## src/hdl/complex_sample_alu_assert.svh

```systemverilog
// assertion macros used by the complex sample alu top level
`ifndef COMPLEX_SAMPLE_ALU_ASSERT_SVH
`define COMPLEX_SAMPLE_ALU_ASSERT_SVH

// condition and consequence checked in the same cycle
`define CSA_ASSERT_SAME(lbl, ck, rn, ante, cons) \
  lbl: assert property (@(posedge ck) disable iff (!rn) (ante) |-> (cons)) \
    else $error("csa assertion failed (same cycle)");

// consequence checked in the cycle after the condition
`define CSA_ASSERT_NEXT(lbl, ck, rn, ante, cons) \
  lbl: assert property (@(posedge ck) disable iff (!rn) (ante) |=> (cons)) \
    else $error("csa assertion failed (next cycle)");

`endif

```

## src/hdl/csa_pkg.sv

```systemverilog
// shared constants, types and codes for the complex sample alu
package csa_pkg;

  localparam int SAMPLE_BITS   = 16;
  localparam int COEFF_BITS    = 18;
  localparam int SAMPLE_FRAC   = SAMPLE_BITS - 1;
  localparam int COEFF_FRAC    = COEFF_BITS - 3;
  localparam int FUNC_BITS     = 3;
  localparam int CFG_IDX_BITS  = 3;
  localparam int CFG_DATA_BITS = COEFF_BITS;

  localparam logic signed [SAMPLE_BITS-1:0] SAMPLE_MAX = {1'b0, {(SAMPLE_BITS-1){1'b1}}};
  localparam logic signed [SAMPLE_BITS-1:0] SAMPLE_MIN = {1'b1, {(SAMPLE_BITS-1){1'b0}}};

  // 1.0 in coefficient format
  localparam logic signed [COEFF_BITS-1:0] COEFF_ONE =
    {{(COEFF_BITS-1){1'b0}}, 1'b1} << COEFF_FRAC;

  typedef enum logic [FUNC_BITS-1:0] {
    FN_CONJ  = 0,
    FN_MUL   = 1,
    FN_SCALE = 2,
    FN_SUB   = 3,
    FN_ADD   = 4,
    FN_LIN   = 5,
    FN_CMUL  = 6
  } func_t;

  typedef enum logic [CFG_IDX_BITS-1:0] {
    CFG_SCALE    = 0,
    CFG_LAMBDA   = 1,
    CFG_MU       = 2,
    CFG_CONST_RE = 3,
    CFG_CONST_IM = 4
  } cfg_idx_t;

  typedef logic signed [SAMPLE_BITS-1:0] sample_t;
  typedef logic signed [COEFF_BITS-1:0]  coeff_t;

  typedef struct packed {
    coeff_t scale;
    coeff_t lambda;
    coeff_t mu;
    coeff_t c_re;
    coeff_t c_im;
  } csa_coeffs_t;

  typedef struct packed {
    logic [FUNC_BITS-1:0] func;
    sample_t              a_re;
    sample_t              a_im;
    sample_t              b_re;
    sample_t              b_im;
  } csa_item_t;

  typedef struct packed {
    sample_t y_re;
    sample_t y_im;
    logic    saturated;
  } csa_result_t;

endpackage

```

## src/hdl/csa_core.sv

```systemverilog
// four multipliers, add/subtract, rounding and saturation for one item
module csa_core import csa_pkg::*; (
  input  csa_item_t   item,
  input  csa_coeffs_t coeffs,
  output csa_result_t result
);

  localparam int MUL_W  = (COEFF_BITS > SAMPLE_BITS) ? COEFF_BITS : SAMPLE_BITS;
  localparam int PROD_W = 2 * MUL_W;
  localparam int SUM_W  = PROD_W + 1;
  localparam int RND_W  = SUM_W + 1;

  localparam logic signed [RND_W-1:0] HALF_S = {{(RND_W-1){1'b0}}, 1'b1} << (SAMPLE_FRAC - 1);
  localparam logic signed [RND_W-1:0] HALF_C = {{(RND_W-1){1'b0}}, 1'b1} << (COEFF_FRAC - 1);
  localparam logic signed [RND_W-1:0] MAX_W  = RND_W'(SAMPLE_MAX);
  localparam logic signed [RND_W-1:0] MIN_W  = RND_W'(SAMPLE_MIN);

  typedef enum logic [1:0] {RM_EXACT, RM_SAMPLE, RM_COEFF} rnd_mode_t;

  logic signed [MUL_W-1:0]  x0, x1, x2, x3;
  logic signed [MUL_W-1:0]  c0, c1, c2, c3;
  logic signed [PROD_W-1:0] p0, p1, p2, p3;
  logic signed [SUM_W-1:0]  re_ps, im_ps;
  logic signed [RND_W-1:0]  re_rs, im_rs, re_rc, im_rc;
  logic signed [RND_W-1:0]  exact_re, exact_im, val_re, val_im;
  logic                     sub_re;
  rnd_mode_t                mode;
  logic                     sat_re, sat_im;

  // operand routing per operation
  always_comb begin
    x0 = '0; x1 = '0; x2 = '0; x3 = '0;
    c0 = '0; c1 = '0; c2 = '0; c3 = '0;
    sub_re   = 1'b0;
    mode     = RM_EXACT;
    exact_re = '0;
    exact_im = '0;
    case (item.func)
      FN_CONJ: begin
        exact_re = RND_W'(item.a_re);
        exact_im = -RND_W'(item.a_im);
      end
      FN_MUL: begin
        x0 = MUL_W'(item.a_re); c0 = MUL_W'(item.b_re);
        x1 = MUL_W'(item.a_im); c1 = MUL_W'(item.b_im);
        x2 = MUL_W'(item.a_re); c2 = MUL_W'(item.b_im);
        x3 = MUL_W'(item.a_im); c3 = MUL_W'(item.b_re);
        sub_re = 1'b1;
        mode   = RM_SAMPLE;
      end
      FN_SCALE: begin
        x0 = MUL_W'(item.a_re); c0 = MUL_W'(coeffs.scale);
        x2 = MUL_W'(item.a_im); c2 = MUL_W'(coeffs.scale);
        mode = RM_COEFF;
      end
      FN_SUB: begin
        exact_re = RND_W'(item.a_re) - RND_W'(item.b_re);
        exact_im = RND_W'(item.a_im) - RND_W'(item.b_im);
      end
      FN_ADD: begin
        exact_re = RND_W'(item.a_re) + RND_W'(item.b_re);
        exact_im = RND_W'(item.a_im) + RND_W'(item.b_im);
      end
      FN_LIN: begin
        x0 = MUL_W'(item.a_re); c0 = MUL_W'(coeffs.lambda);
        x1 = MUL_W'(item.b_re); c1 = MUL_W'(coeffs.mu);
        x2 = MUL_W'(item.a_im); c2 = MUL_W'(coeffs.lambda);
        x3 = MUL_W'(item.b_im); c3 = MUL_W'(coeffs.mu);
        mode = RM_COEFF;
      end
      FN_CMUL: begin
        x0 = MUL_W'(item.a_re); c0 = MUL_W'(coeffs.c_re);
        x1 = MUL_W'(item.a_im); c1 = MUL_W'(coeffs.c_im);
        x2 = MUL_W'(item.a_re); c2 = MUL_W'(coeffs.c_im);
        x3 = MUL_W'(item.a_im); c3 = MUL_W'(coeffs.c_re);
        sub_re = 1'b1;
        mode   = RM_COEFF;
      end
      default: begin
        mode = RM_EXACT;
      end
    endcase
  end

  assign p0 = x0 * c0;
  assign p1 = x1 * c1;
  assign p2 = x2 * c2;
  assign p3 = x3 * c3;

  assign re_ps = sub_re ? (SUM_W'(p0) - SUM_W'(p1)) : (SUM_W'(p0) + SUM_W'(p1));
  assign im_ps = SUM_W'(p2) + SUM_W'(p3);

  // round half up, then arithmetic shift
  assign re_rs = (RND_W'(re_ps) + HALF_S) >>> SAMPLE_FRAC;
  assign im_rs = (RND_W'(im_ps) + HALF_S) >>> SAMPLE_FRAC;
  assign re_rc = (RND_W'(re_ps) + HALF_C) >>> COEFF_FRAC;
  assign im_rc = (RND_W'(im_ps) + HALF_C) >>> COEFF_FRAC;

  always_comb begin
    case (mode)
      RM_SAMPLE: begin val_re = re_rs;    val_im = im_rs;    end
      RM_COEFF:  begin val_re = re_rc;    val_im = im_rc;    end
      default:   begin val_re = exact_re; val_im = exact_im; end
    endcase
  end

  // clip to the sample range
  always_comb begin
    sat_re = 1'b0;
    sat_im = 1'b0;
    if (val_re > MAX_W) begin
      result.y_re = SAMPLE_MAX; sat_re = 1'b1;
    end else if (val_re < MIN_W) begin
      result.y_re = SAMPLE_MIN; sat_re = 1'b1;
    end else begin
      result.y_re = SAMPLE_BITS'(val_re);
    end
    if (val_im > MAX_W) begin
      result.y_im = SAMPLE_MAX; sat_im = 1'b1;
    end else if (val_im < MIN_W) begin
      result.y_im = SAMPLE_MIN; sat_im = 1'b1;
    end else begin
      result.y_im = SAMPLE_BITS'(val_im);
    end
    result.saturated = sat_re | sat_im;
  end

endmodule

```

## config.mk

```make
export PLATFORM = sky130hd
export DESIGN_NAME = csa_core
export DESIGN_NICKNAME = d
export VERILOG_FILES = /design/src/hdl/complex_sample_alu_assert.svh /design/src/hdl/csa_pkg.sv /design/src/hdl/csa_core.sv
export SDC_FILE = /design/constraint.sdc
export NUM_CORES = 2
export LEC_CHECK = 0
export BUFFER_PORTS_ARGS = -buffer_cell sky130_fd_sc_hd__buf_4
export CAP_MARGIN = 30
export CORE_MARGIN = 8
export CORE_UTILIZATION = 45
export DETAILED_ROUTE_END_ITERATION = 8
export GPL_ROUTABILITY_DRIVEN = 0
export PLACE_DENSITY = 0.66
export SYNTH_ARGS = -nofsm -noshare
export SYNTH_HDL_FRONTEND = slang
export SYNTH_SLANG_ARGS = --single-unit
```

## constraint.sdc

```tcl
create_clock -name vclk -period 38.5
set_clock_uncertainty 0.05 [all_clocks]
set_input_delay 1.925 -clock vclk [all_inputs]
set_output_delay 1.925 -clock vclk [all_outputs]
set_load 0.03 [all_outputs]
```

==> flow_summary.ini <==
[layout]
final_common_cell = inv_1
layout.cells.most_common_list = 1343 x inv_1, 1303 x fa_1, 811 x nand2_1
finalNonFillerCells = 7781
syn2layout_area_growth_pct = 5.98
nClkBuffers = 0
register_area_um2 = 0
drive_gt1_share_pct = 5.99
fillers = 11400
fin_nets = 8121
seq_cells = 0

[worst_setup_path]
crit_path_frequent_cell = fa_1
crit_path_top_delay_cell = nor2b_4
required_ns = 36.52
cp.arrival_ns = 15.93
crit_fanout = 47
critPathCaptureType = primary output
timing.critical_path.buf_inv = 8
cp-start-kind = input port
path_class = in2out
critPathMaxStageDelay_ns = 0.78
cp_top_family = compound AO/OA/AOI/OAI gates

[floorplanning]
start_util_pct = 45.2
io_pins = 190
die_area_um2 = 129000
core-area_um2 = 118000
core.rowCount = 126
die_h_um = 360
die_w_um = 360

[yosys]
netlist_instances = 6216
yosysWarnings = 0
synthesis.nets = 8094
synth_top_area_cell = fa_1
synth_top_cell_area_share_pct = 49.1
yosysSeqAreaShare_pct = 0
synth_area_per_cell_um2 = 8.54
syn-cell-area_um2 = 53100
ys_types = 82
synthTopCellsByArea = fa_1 49%, ha_1 9.8%, inv_1 9.5%

[timing]
max_freq_mhz = 55.8
hold_viol_final = 0
max-slew-margin-rel_pct = 8.20
rsz0062_at_grt = false
finalSetupTns_ns = 0
worst_pin_slew_ns = 1.38
drv_slew = 0
setup_viol = 0
finalCritPeriodShare_pct = 46.5
period_needed_ns = 17.91

[route]
drtPass1Iterations = 9
vias_per_cell = 5.83
route.detailed.drc = 0
drt_iter0_markers = 5182
wl_mm = 182
via_count = 45400
wl_per_cell_um = 23.4
ant_nets = 0

[min_path]
holdPathStages = 6
worst_hold_path.endpoint = result[10]
hold_start = item[41]
hold_class = in2out

[placed_design]
port_buffers = 190
dp_cells = 7772
dp_hpwl_mm = 156

[run]
cap_violations = 0

[grt]
antenna_found_initial = 6
overflow = 0
grt_max_degree = 86
grt_pass1_vias = 46200
grt_use_total_pct = 27.7
grt_pass1_wl_mm = 278

[cts]
cts_hold_buf = 0
cts_setup_buffers = 0
ctsResizeCount = 0

[status]
status = completed
## per-stage QoR
| stage | setup WS (ns) | util, % | cell area [um^2] | hold slack (ns) |
|---|---|---|---|---|
| floorplan | 22.61 | - | 53100 | 4.20 |
| global placement | 20.93 | 47.8 | 56200 | 4.69 |
| detailed placement | 20.78 | 47.8 | 56200 | 4.69 |
| CTS | 20.78 | 47.8 | 56200 | 4.70 |
| global route | 19.69 | 47.8 | 56300 | 4.77 |
| finish | 20.59 | 47.9 | 56300 | 4.71 |
## cells in the mapped netlist (52+ instances only)
cell type	n
nand3_1	52
nor2_1	573
fa_1	1303
a22o_1	112
nand2b_1	52
and2_1	59
a21oi_1	192
a22oi_1	74
a21o_1	53
o21ai_0	121
ha_1	418
nor3_1	81
nand2_1	811
inv_1	1343
xnor2_1	127
clkbuf_1	238
xor2_1	68
## how the worst max path moves through the flow
stage | from | endpoint | slack, ns | cells past startpoint
final | item[65] | result[22] | 20.59 | 44
after global routing | item[65] | result[22] | 19.69 | 44
after CTS | item[65] | result[22] | 20.78 | 44
after detailed placement | item[65] | result[22] | 20.78 | 44
after global placement | item[65] | result[22] | 20.93 | 45
after floorplan | item[66] | result[17] | 22.61 | 45
## layer usage
metal / part of all wire (%) / track usage (%)
met5: 0.25 / 1.81
met1: 39 / 37.1
met3: 15 / 11.6
met2: 42 / 40.4
met4: 4.3 / 8.88
## worst min-delay path, stage by stage
cell	delay [ns]
buf_4	0.23
xnor2_1	0.17
o2111ai_1	0.11
o21ai_0	0.11
o211ai_1	0.10
buf_4	0.18
## kinds of logic (layout without fill, tap and decap cells)
kind of cell,count (synthesis),count (layout),synth area share (%)
compound gates,855,855,11.3
xor+xnor,195,195,3.22
fa+ha+maj,1722,1722,59.0
buf+inv,1613,1638,11.4
mux,14,14,0.292
other cells,0,4,0
simple gates,1817,1817,14.7
## final cells by class
class                           instances  area [um^2]  share of cell area [%]
Multi-Input combinational cell       4603        47100                    83.7
Inverter                             1344         5040                    8.96
Timing Repair Buffer                  294         2210                    3.92
Tap cell                             1536         1920                    3.41
Antenna cell                            4         10.0                  0.0178
