$ cat config.mk
export PLATFORM = sky130hd
export DESIGN_NAME = csa_cfg_regs
export DESIGN_NICKNAME = d
export VERILOG_FILES = /design/src/hdl/complex_sample_alu_assert.svh /design/src/hdl/csa_pkg.sv /design/src/hdl/csa_cfg_regs.sv
export SDC_FILE = /design/constraint.sdc
export NUM_CORES = 1
export LEC_CHECK = 0
export BUFFER_PORTS_ARGS = -buffer_cell sky130_fd_sc_hd__buf_2
export CORE_MARGIN = 1
export CORE_UTILIZATION = 25
export DETAILED_ROUTE_END_ITERATION = 10
export SLEW_MARGIN = 20
export SYNTH_ARGS = -nofsm -noshare
export SYNTH_HDL_FRONTEND = slang
export SYNTH_SLANG_ARGS = --single-unit
$ cat constraint.sdc
create_clock -name clk -period 1.54 [get_ports clk]
set_input_delay 0.231 -clock clk [delete_from_list [all_inputs] [get_ports clk]]
set_output_delay 0.231 -clock clk [all_outputs]
set_load 0.02 [all_outputs]
$ cat src/hdl/complex_sample_alu_assert.svh
// assertion macros used by the complex sample alu top level
`ifndef COMPLEX_SAMPLE_ALU_ASSERT_SVH
`define COMPLEX_SAMPLE_ALU_ASSERT_SVH

// condition and consequence checked in the same cycle
`define CSA_ASSERT_SAME(lbl, ck, rn, ante, cons) \
  lbl: assert property (@(posedge ck) disable iff (!rn) (ante) |-> (cons)) \
    else $error("csa assertion failed (same cycle)");

// consequence checked in the cycle after the condition
`define CSA_ASSERT_NEXT(lbl, ck, rn, ante, cons) \
  lbl: assert property (@(posedge ck) disable iff (!rn) (ante) |=> (cons)) \
    else $error("csa assertion failed (next cycle)");

`endif

$ cat src/hdl/csa_pkg.sv
// shared constants, types and codes for the complex sample alu
package csa_pkg;

  localparam int SAMPLE_BITS   = 16;
  localparam int COEFF_BITS    = 18;
  localparam int SAMPLE_FRAC   = SAMPLE_BITS - 1;
  localparam int COEFF_FRAC    = COEFF_BITS - 3;
  localparam int FUNC_BITS     = 3;
  localparam int CFG_IDX_BITS  = 3;
  localparam int CFG_DATA_BITS = COEFF_BITS;

  localparam logic signed [SAMPLE_BITS-1:0] SAMPLE_MAX = {1'b0, {(SAMPLE_BITS-1){1'b1}}};
  localparam logic signed [SAMPLE_BITS-1:0] SAMPLE_MIN = {1'b1, {(SAMPLE_BITS-1){1'b0}}};

  // 1.0 in coefficient format
  localparam logic signed [COEFF_BITS-1:0] COEFF_ONE =
    {{(COEFF_BITS-1){1'b0}}, 1'b1} << COEFF_FRAC;

  typedef enum logic [FUNC_BITS-1:0] {
    FN_CONJ  = 0,
    FN_MUL   = 1,
    FN_SCALE = 2,
    FN_SUB   = 3,
    FN_ADD   = 4,
    FN_LIN   = 5,
    FN_CMUL  = 6
  } func_t;

  typedef enum logic [CFG_IDX_BITS-1:0] {
    CFG_SCALE    = 0,
    CFG_LAMBDA   = 1,
    CFG_MU       = 2,
    CFG_CONST_RE = 3,
    CFG_CONST_IM = 4
  } cfg_idx_t;

  typedef logic signed [SAMPLE_BITS-1:0] sample_t;
  typedef logic signed [COEFF_BITS-1:0]  coeff_t;

  typedef struct packed {
    coeff_t scale;
    coeff_t lambda;
    coeff_t mu;
    coeff_t c_re;
    coeff_t c_im;
  } csa_coeffs_t;

  typedef struct packed {
    logic [FUNC_BITS-1:0] func;
    sample_t              a_re;
    sample_t              a_im;
    sample_t              b_re;
    sample_t              b_im;
  } csa_item_t;

  typedef struct packed {
    sample_t y_re;
    sample_t y_im;
    logic    saturated;
  } csa_result_t;

endpackage

$ cat src/hdl/csa_cfg_regs.sv
// coefficient register bank written through the configuration port
module csa_cfg_regs import csa_pkg::*; (
  input  logic                     clk,
  input  logic                     rst_n,
  input  logic                     cfg_wr_en,
  input  logic [CFG_IDX_BITS-1:0]  cfg_idx,
  input  logic [CFG_DATA_BITS-1:0] cfg_wdata,
  output csa_coeffs_t              coeffs
);

  csa_coeffs_t coeffs_r;
  csa_coeffs_t coeffs_nxt;

  always_comb begin
    coeffs_nxt = coeffs_r;
    if (cfg_wr_en) begin
      case (cfg_idx)
        CFG_SCALE:    coeffs_nxt.scale  = cfg_wdata;
        CFG_LAMBDA:   coeffs_nxt.lambda = cfg_wdata;
        CFG_MU:       coeffs_nxt.mu     = cfg_wdata;
        CFG_CONST_RE: coeffs_nxt.c_re   = cfg_wdata;
        CFG_CONST_IM: coeffs_nxt.c_im   = cfg_wdata;
        default:      coeffs_nxt        = coeffs_r;
      endcase
    end
  end

  always_ff @(posedge clk) begin
    if (!rst_n) begin
      coeffs_r.scale  <= COEFF_ONE;
      coeffs_r.lambda <= COEFF_ONE;
      coeffs_r.mu     <= COEFF_ONE;
      coeffs_r.c_re   <= COEFF_ONE;
      coeffs_r.c_im   <= '0;
    end else begin
      coeffs_r <= coeffs_nxt;
    end
  end

  assign coeffs = coeffs_r;

endmodule

==> impl_results.md, run 1 <==
* Reg2reg setup slack at 0.92 ns
* CP arrival at 0.87 ns
* Die H at 117.0 µm
* Gp weighted congestion at 0.6726
* Clk buf depth at 2
* CP peak stage delay at 0.36 ns
* MaxCap Viol Count at 0
* Seq/Total Area, Yosys at 54.52%
* Fillers at 1,324
* Crit path cell chain: buf_2
* Share of layout cells above drive strength 1 at 33.03%
* Crit-path slowest cell: dfxtp_1
* H-tree depth at 3
* Final nets at 455
* Clk sinks at 90
* Mapped Area at 3304 µm²
* Hpwl dp at 5843 µm
* Number of global-route vias before repair at 2,403
* First DRT Iteration DRCs at 109
* Clock Latency Late Sink at 0.33 ns
* Most frequent cells in the layout: buf_2, nand2_1, mux2i_1, dfxtp_1
* Worst reg2reg startpoint: coeffs[33]$_SDFFE_PN1P_
* PD cells at 1111 nW/µm²
* Final non-filler cell total at 608
* FP Rows at 41
* Hold_buf cts at 0
* Worst path bufs/invs at 1
* GRT Total Usage at 12.41%
* Routed length per instance at 13.84 µm
* Final Skew at 0 ns
* Ys Warns at 0
* CTS clock-pin slew for the worst setup and hold paths at 0.06 ns
* Post-Route WL at 8413 µm
* Drt pass-1 iters at 4
* Switch Pwr at 0.001156 W
* Crit start category: register
* Hold Vio Cnt, Final at 0
* Combinational power share at 7.7%
* Initial Util at 25.87%
* Vias at 2,564
* Most common cell after layout, fill and taps aside: buf_2
* P_leak at 2.314 nW
* Root buf cell: clkbuf_16
* Status: finished, final reports clean
* Pin count of the biggest net entering global routing at 33
* Ports at 114
* Worst EP required at 1.31 ns
* GRT Residual Overflow at 0
* Max-slew violation count at 0
* Synth-to-layout area growth at 33.70%
* FF+latch count, synth at 90
* Reg-to-Reg End: coeffs[33]$_SDFFE_PN1P_
* Fin crit share at 71.55%
* Sw frac at 23.56%
* Critical path type: reg2out
* Fin worst setup slack at 0.4381 ns
* Syn nets at 341
* Clock share of power at 43.3%
* FF-to-FF path depth at 2
* Largest register FFs at 90
* Synthesized area per cell at 10.42 µm²
* Post-place setup slack at 0.1601 ns
* Fin crit period at 1.102 ns
* Critical path fanouts, max at 2
* CTS tree: yes
* Worst hold path class: in2reg
* Cts repair resizes at 0
* Post-route DRC at 0
* Hold Path Origin: cfg_wdata[15]
* Vias/cell at 4.217
* Cell family with most CP delay: flip-flops
* Setup Buffers After CTS at 0
* Final Setup Violations at 0
* Die Area at 13,680 µm²
* Measured slew at the worst slew-check pin at 0.3855 ns
* RSZ-0062 raised after global routing: no
* Fmax at 907.5 MHz
* TNS Setup at 0 ns
* Int Pwr at 0.003751 W
* CORE AREA at 12,770 µm²
* Flop pwr share at 49.0%
* Antenna diode count at 0
* Hold Crit Endpoint: coeffs[15]$_SDFFE_PN0P_
* Cell variety after synth at 14
* Port-buffer cells at 113
* Initial antenna violation count at 0
* Tot Pwr at 0.004907 W
* Inserted Clock Buffers at 9
* Wire length of the first global-routing pass at 12,500 µm
* Hold depth at 3
* Cells after Synth at 317
* Die width at 117.0 µm
* Peak VDD IR at 0.4935 mV
* Slew Limit Headroom at 74.30%
* Dpl cells at 592
* Antenna-violating nets left at 0
* Kind of end point of the critical path: output pin
## power by group through the flow
stage	sequential, W	combinational, W	clock, W
after floorplan	0.00252	0.000162	0
after global placement	0.00245	0.000374	0
after detailed placement	0.00246	0.000382	0
after CTS	0.00240	0.000383	0.00220
after global routing	0.00241	0.000408	0.00231
final	0.00240	0.000375	0.00213
## final cells by class
class | instances | area [µm²] | share of cell area (%)
clock buffers | 13 | 270.3 | 6.117
clock inverters | 3 | 21.27 | 0.4814
flip-flops and latches | 90 | 1802 | 40.78
well taps | 172 | 215.2 | 4.871
repair buffers | 125 | 708.2 | 16.03
multi-input cells | 205 | 1401 | 31.72
## metal layers
layer  routed length (µm)  track usage [%]  share of wire (%)
met1                 3918            15.81                 47
met5                    0                0                  0
met4                  140            5.570                1.7
met2                 3957            19.57                 47
met3                  397            3.450                4.7
## cells in the mapped netlist
library cell,number,area (µm²)
and4bb_2,1,12.51
buf_1,6,22.52
buf_2,7,35.03
buf_4,5,37.54
buf_6,1,11.26
clkbuf_1,3,11.26
dfxtp_1,90,1802
mux2i_1,90,900.9
nand2_1,104,390.4
nand4b_1,1,8.760
nand4bb_1,2,22.52
nor2b_1,5,31.28
nor4b_1,1,8.760
or4b_1,1,10.01
## worst max-delay path by stage
stage	start	end	slack (ns)	cells after the start
3_3_place_gp	cfg_idx[0]	coeffs[87]$_SDFFE_PN1P_	0.17	4
6_report	coeffs[60]$_SDFFE_PN0P_	coeffs[60]	0.44	1
4_1_cts	coeffs[17]$_SDFFE_PN0P_	coeffs[17]	0.42	1
3_5_place_dp	cfg_idx[0]	coeffs[87]$_SDFFE_PN1P_	0.16	4
5_1_grt	coeffs[17]$_SDFFE_PN0P_	coeffs[17]	0.39	1
2_1_floorplan	cfg_idx[0]	coeffs[87]$_SDFFE_PN1P_	0.38	3
## stage by stage
stage / utilization [%] / area (µm²) / hold WS [ns]
3_5_place_dp: 32.30 / 4126 / 0.4446
3_3_place_gp: 32.30 / 4126 / 0.4410
6_report: 34.59 / 4418 / 0.1572
2_1_floorplan: - / 3304 / 0.3698
4_1_cts: 34.59 / 4418 / 0.1343
5_1_grt: 34.59 / 4418 / 0.1678
## cell families (layout without fill, tap and decap cells)
| family | count (synthesis) | after routing | synth area share, % |
|---|---|---|---|
| buffers and inverters | 22 | 141 | 3.559 |
| and+or+nand+nor | 115 | 115 | 14.65 |
| DFF | 90 | 90 | 54.52 |
| muxes | 90 | 90 | 27.26 |
(Power assumes the default switching activity.)
==> run 2, diff against run 1 <==
Clock period 1.54 ns to 1.1 ns, I/O delays scaled along.
==> run 2 against run 1 <==
Net effect:
- first-iteration DRC count increased by 32%
- cell area increased by 2.4%
- core utilization increased by 0.81 points
- total power increased by 41%
- clock-buffer cell count decreased by 2
- setup slack got worse by 0.37 ns
- via count increased by 1.4%
- critical path depth unchanged
- sequential share of layout area decreased by 0.94 points
- register-to-register slack got worse by 0.48 ns
- die area unchanged
- critical endpoint is now coeffs[88]
- largest power group unchanged
==> impl_results.md, run 2 (synthesized netlist as in run 1, its figures left out) <==
* Root buf cell: clkbuf_16
* Port-buffer cells at 113 (unchanged)
* Most common cell after layout, fill and taps aside: buf_2
* RSZ-0062 raised after global routing: no
* Cts repair resizes at 0 (unchanged)
* First DRT Iteration DRCs at 144 (+32%)
* PD cells at 1533 nW/µm² (+38%)
* Hpwl dp at 6281 µm (+7.5%)
* Kind of end point of the critical path: output pin
* CTS clock-pin slew for the worst setup and hold paths at 0.06 ns (about the same)
* Post-route DRC at 0 (unchanged)
* FF-to-FF path depth at 2 (unchanged)
* Final nets at 466 (+2.4%)
* Die Area at 13,680 µm² (unchanged)
* Fin crit period at 1.035 ns
* Initial antenna violation count at 0 (unchanged)
* Antenna diode count at 0 (unchanged)
* Worst EP required at 0.94 ns (-0.37 ns)
* Measured slew at the worst slew-check pin at 0.3136 ns (-0.07198 ns)
* Die width at 117.0 µm (unchanged)
* Pin count of the biggest net entering global routing at 37 (+12%)
* H-tree depth at 3 (unchanged)
* Fin crit share at 94.07%
* Most frequent cells in the layout: buf_2, nand2_1, mux2i_1, dfxtp_1, buf_4
* P_leak at 2.368 nW (+2.3%)
* Number of global-route vias before repair at 2,473 (+2.9%)
* Critical path type: reg2out
* Worst path bufs/invs at 1 (unchanged)
* Clock Latency Late Sink at 0.33 ns (about the same)
* Ports at 114 (unchanged)
* CP peak stage delay at 0.36 ns (about the same)
* Hold Vio Cnt, Final at 0 (unchanged)
* GRT Total Usage at 12.95% (+0.54 points)
* Dpl cells at 603 (+1.9%)
* Final Skew at 0 ns (unchanged)
* Routed length per instance at 14.01 µm (+1.3%)
* Share of layout cells above drive strength 1 at 34.45% (+1.4 points)
* Setup Buffers After CTS at 0 (unchanged)
* Peak VDD IR at 0.7411 mV (+50%)
* CTS tree: yes
* CP arrival at 0.87 ns (about the same)
* Die H at 117.0 µm (unchanged)
* Worst path depth at 1 (unchanged)
* Worst hold path class: in2reg
* Fmax at 966.4 MHz
* Final Setup Violations at 0 (unchanged)
* Slew Limit Headroom at 79.05% (+4.8 points)
* Clk buf depth at 2 (unchanged)
* CORE AREA at 12,770 µm² (unchanged)
* Hold depth at 3 (unchanged)
* MaxCap Viol Count at 0 (unchanged)
* Gp weighted congestion at 0.7265 (+8.0%)
* Tot Pwr at 0.006934 W (+41%)
* FP Rows at 41 (unchanged)
* Final non-filler cell total at 619 (+1.8%)
* Status: finished, final reports clean
* Cell family with most CP delay: flip-flops
* Post-Route WL at 8675 µm (+3.1%)
* Inserted Clock Buffers at 9 (unchanged)
* Crit-path slowest cell: dfxtp_1
* Clk sinks at 90 (unchanged)
* Reg2reg setup slack at 0.44 ns (-0.48 ns)
* Largest register FFs at 90 (unchanged)
* Synth-to-layout area growth at 36.84%
* Hold_buf cts at 0 (unchanged)
* Area after DPL at 4234 µm² (+2.6%)
* Fillers at 1,289 (-2.6%)
* Wire length of the first global-routing pass at 13,040 µm (+4.4%)
* Vias/cell at 4.200 (-0.40%)
* Crit start category: register
* Initial Util at 25.87% (unchanged)
* Drt pass-1 iters at 4 (unchanged)
* Max-slew violation count at 0 (unchanged)
* Critical path fanouts, max at 2 (unchanged)
* Vias at 2,600 (+1.4%)
* Fin area at 4522 µm² (+2.4%)
* Antenna-violating nets left at 0 (unchanged)
* GRT Residual Overflow at 0 (unchanged)
* Crit path cell chain: buf_2
==> run 2: cell count changes in the layout (fill, tap and decap cells not counted), sizes merged <==
cell / change
buf: +11
bufinv: +1
clkbuf: -2
clkinv: +1
clkinvlp: +1
inv: -1
==> run 2: where the power goes <==
part / internal (W) / switching [W] / total (W) / leakage, nW
registers: 0.00333 / 0.0000357 / 0.00337 / 0.728
logic: 0.000223 / 0.000339 / 0.000563 / 1.50
clock network: 0.00175 / 0.00125 / 0.00301 / 0.136
total: 0.00531 / 0.00163 / 0.00693 / 2.37
==> run 2: tightest hold or removal path: stages <==
cell	delay [ns]
buf_2	0.11
nand2_1	0.05
mux2i_1	0.06
==> run 2: stage by stage <==
stage	util (%)	setup TNS [ns]	hold WS (ns)	worst slack, ns
finish	35.40	0	0.09759	0.06526
detailed placement	33.15	-7.282	0.4389	-0.1825
CTS	35.40	0	0.07922	0.04738
global placement	33.15	-6.066	0.4340	-0.1645
global route	35.40	0	0.1171	0.02405
floorplan	-	0	0.3038	0.009333
==> run 2: metal layers <==
| metal | share of wire, % | vias to the layer above | track usage [%] |
|---|---|---|---|
| met5 | 0 | - | 0 |
| met4 | 1.2 | 0 | 4.557 |
| met3 | 4.9 | 6 | 3.913 |
| met2 | 48 | 60 | 21.58 |
| met1 | 46 | 1238 | 15.85 |
| li1 | - | 1296 | - |
==> run 2: path summary, 6_finish.rpt <==
kind | start | end
max | coeffs[88]$_SDFFE_PN0P_ | coeffs[88]
min | cfg_wdata[15] | coeffs[15]$_SDFFE_PN0P_
max reg2reg | coeffs[69]$_SDFFE_PN1P_ | coeffs[69]$_SDFFE_PN1P_
min reg2reg | coeffs[36]$_SDFFE_PN0P_ | coeffs[36]$_SDFFE_PN0P_
==> run 2: area by class of cell <==
type | count | area, µm² | share of cell area, %
sequential | 90 | 1802 | 39.85
multi-input combinational | 205 | 1401 | 30.99
clock buffer | 11 | 232.7 | 5.147
tap | 172 | 215.2 | 4.759
timing repair buffer | 136 | 815.8 | 18.04
clock inverter | 5 | 55.05 | 1.217
==> run 3, diff against run 2 <==
Clock period 1.1 ns to 1.15 ns, I/O delays scaled along.
==> run 3 against run 2 <==
Net effect:
- die area unchanged
- core utilization up 0.11 points
- non-clock buffer count up 1
- sequential share of layout area shrank 0.12 points
- global-route usage is 0.21 points lower
- sequential cell count is the same
- via count is 0.85% lower
- hold slack improved by 0.0090 ns
- cell count unchanged
- clock power decreased by 3%
- clock skew unchanged
- sequential power fell by 4%
==> impl_results.md, run 3 (synthesized netlist as in run 1, its figures left out) <==
* FP Rows at 41 (unchanged)
* H-tree depth at 3 (unchanged)
* Measured slew at the worst slew-check pin at 0.2771 ns (-0.03640 ns)
* Worst path bufs/invs at 1 (unchanged)
* RSZ-0062 raised after global routing: no
* CP peak stage delay at 0.35 ns (about the same)
* Crit-path slowest cell: dfxtp_1
* Status: finished, final reports clean
* Die width at 117.0 µm (unchanged)
* Fin crit share at 89.20%
* Switch Pwr at 0.001533 W (-5.7%)
* Critical path type: reg2out
* P_leak at 2.379 nW (+0.48%)
* Clk sinks at 90 (unchanged)
* Final Skew at 0 ns (unchanged)
* Fin crit period at 1.026 ns
* Worst hold path class: in2reg
* Cts repair resizes at 0 (unchanged)
* Vias at 2,578 (-0.85%)
* TNS Setup at 0 ns (unchanged)
* Crit start category: register
* Max-slew violation count at 0 (unchanged)
* Kind of end point of the critical path: output pin
* Vias/cell at 4.165 (-0.85%)
* Die Area at 13,680 µm² (unchanged)
* CORE AREA at 12,770 µm² (unchanged)
* Die H at 117.0 µm (unchanged)
* Clk buf depth at 2 (unchanged)
* Slew Limit Headroom at 81.49% (+2.4 points)
* Post-place setup slack at -0.1487 ns (+0.03382 ns)
* Initial antenna violation count at 0 (unchanged)
* Flop pwr share at 48.3% (-0.3 points)
* Sw frac at 22.98% (-0.47 points)
* Number of global-route vias before repair at 2,466 (-0.28%)
* Initial Util at 25.87% (unchanged)
* Antenna-violating nets left at 0 (unchanged)
* Synth-to-layout area growth at 37.26%
* Clock share of power at 43.7% (+0.4 points)
* Most common cell after layout, fill and taps aside: buf_2
* Worst reg2reg startpoint: coeffs[43]$_SDFFE_PN0P_
* Routed length per instance at 13.64 µm (-2.7%)
* Largest register FFs at 90 (unchanged)
* Area after DPL at 4242 µm² (+0.18%)
* Antenna diode count at 0 (unchanged)
* MaxCap Viol Count at 0 (unchanged)
* Fillers at 1,324 (+2.7%)
* Combinational power share at 8.1% (about the same)
* Dpl cells at 604 (+0.17%)
* Wire length of the first global-routing pass at 12,990 µm (-0.43%)
* Final nets at 467 (+0.21%)
* First DRT Iteration DRCs at 99 (-31%)
* Hold Path Origin: cfg_wdata[15]
* Hpwl dp at 6210 µm (-1.1%)
* Drt pass-1 iters at 4 (unchanged)
* Clock Latency Late Sink at 0.33 ns (about the same)
* Post-route DRC at 0 (unchanged)
* Ports at 114 (unchanged)
* Cell family with most CP delay: flip-flops
* CTS tree: yes
* Most frequent cells in the layout: buf_2, nand2_1, mux2i_1, dfxtp_1, buf_4
* CP startpoint: coeffs[48]$_SDFFE_PN0P_
* Pin count of the biggest net entering global routing at 37 (unchanged)
* Worst hold slack at 0.1066 ns (+0.009044 ns)
* Int Pwr at 0.005138 W (-3.2%)
* Inserted Clock Buffers at 9 (unchanged)
* Hold Vio Cnt, Final at 0 (unchanged)
* CP arrival at 0.85 ns (-0.02 ns)
* Setup Buffers After CTS at 0 (unchanged)
* Port-buffer cells at 113 (unchanged)
* CTS clock-pin slew for the worst setup and hold paths at 0.06 ns (about the same)
* Worst EP required at 0.98 ns (+0.04 ns)
* Fin worst setup slack at 0.1242 ns (+0.05889 ns)
* Final Setup Violations at 0 (unchanged)
* Peak VDD IR at 0.6753 mV (-8.9%)
* Root buf cell: clkbuf_16
* Fmax at 974.8 MHz
* GRT Residual Overflow at 0 (unchanged)
* Post-Route WL at 8441 µm (-2.7%)
* Hold_buf cts at 0 (unchanged)
* Gp weighted congestion at 0.7106 (-2.2%)
* GRT Total Usage at 12.75% (-0.21 points)
* Critical path fanouts, max at 2 (unchanged)
* Fin area at 4536 µm² (+0.30%)
* Final non-filler cell total at 619 (unchanged)
* PD cells at 1471 nW/µm² (-4.1%)
* Crit path cell chain: buf_2
* Share of layout cells above drive strength 1 at 34.68% (+0.22 points)
==> run 3: changes by cell type in the layout (fill, tap and decap cells not counted) <==
cell        before  now
clkbuf_1         2    1
clkinv_2         2    1
inv_6            0    1
clkbuf_8         0    1
buf_4           18   19
clkinvlp_4       2    1
==> run 3: per-stage QoR <==
step / utilization (%) / total power (W)
4_1_cts: 35.51 / 0.006786
6_report: 35.51 / 0.006671
3_3_place_gp: 33.21 / 0.003824
2_1_floorplan: - / 0.003590
3_5_place_dp: 33.21 / 0.003838
5_1_grt: 35.51 / 0.006941
==> run 3: per-layer routing <==
layer | up-vias | global-route usage [%] | part of all wire [%]
met5 | - | 0 | 0
met4 | 0 | 5.316 | 1.3
met3 | 7 | 3.090 | 4.3
met2 | 58 | 21.18 | 49
met1 | 1215 | 15.80 | 46
li1 | 1298 | - | -
==> run 3: power groups by stage <==
| stage | sequential [W] | combinational (W) | clock [W] |
|---|---|---|---|
| global placement | 0.00329 | 0.000537 | 0 |
| global route | 0.00323 | 0.000588 | 0.00313 |
| detailed placement | 0.00329 | 0.000549 | 0 |
| finish | 0.00322 | 0.000537 | 0.00291 |
| CTS | 0.00322 | 0.000550 | 0.00302 |
| floorplan | 0.00337 | 0.000217 | 0 |
==> run 3: cell type report <==
type | count | area (µm²) | share of cell area (%)
multi-input cells | 205 | 1401 | 30.90
well taps | 172 | 215.2 | 4.745
flip-flops and latches | 90 | 1802 | 39.72
clock inverters | 4 | 51.30 | 1.131
repair buffers | 137 | 823.3 | 18.15
clock buffers | 11 | 242.7 | 5.352
==> run 3: path summary, 6_finish.rpt <==
check	depth (start not counted)	slack, ns	endpoint
worst max-delay path	1	0.12	coeffs[48]
worst min-delay path	3	0.11	coeffs[15]$_SDFFE_PN0P_
worst max register to register	2	0.54	coeffs[43]$_SDFFE_PN0P_
worst min register to register	2	0.45	coeffs[71]$_SDFFE_PN0P_
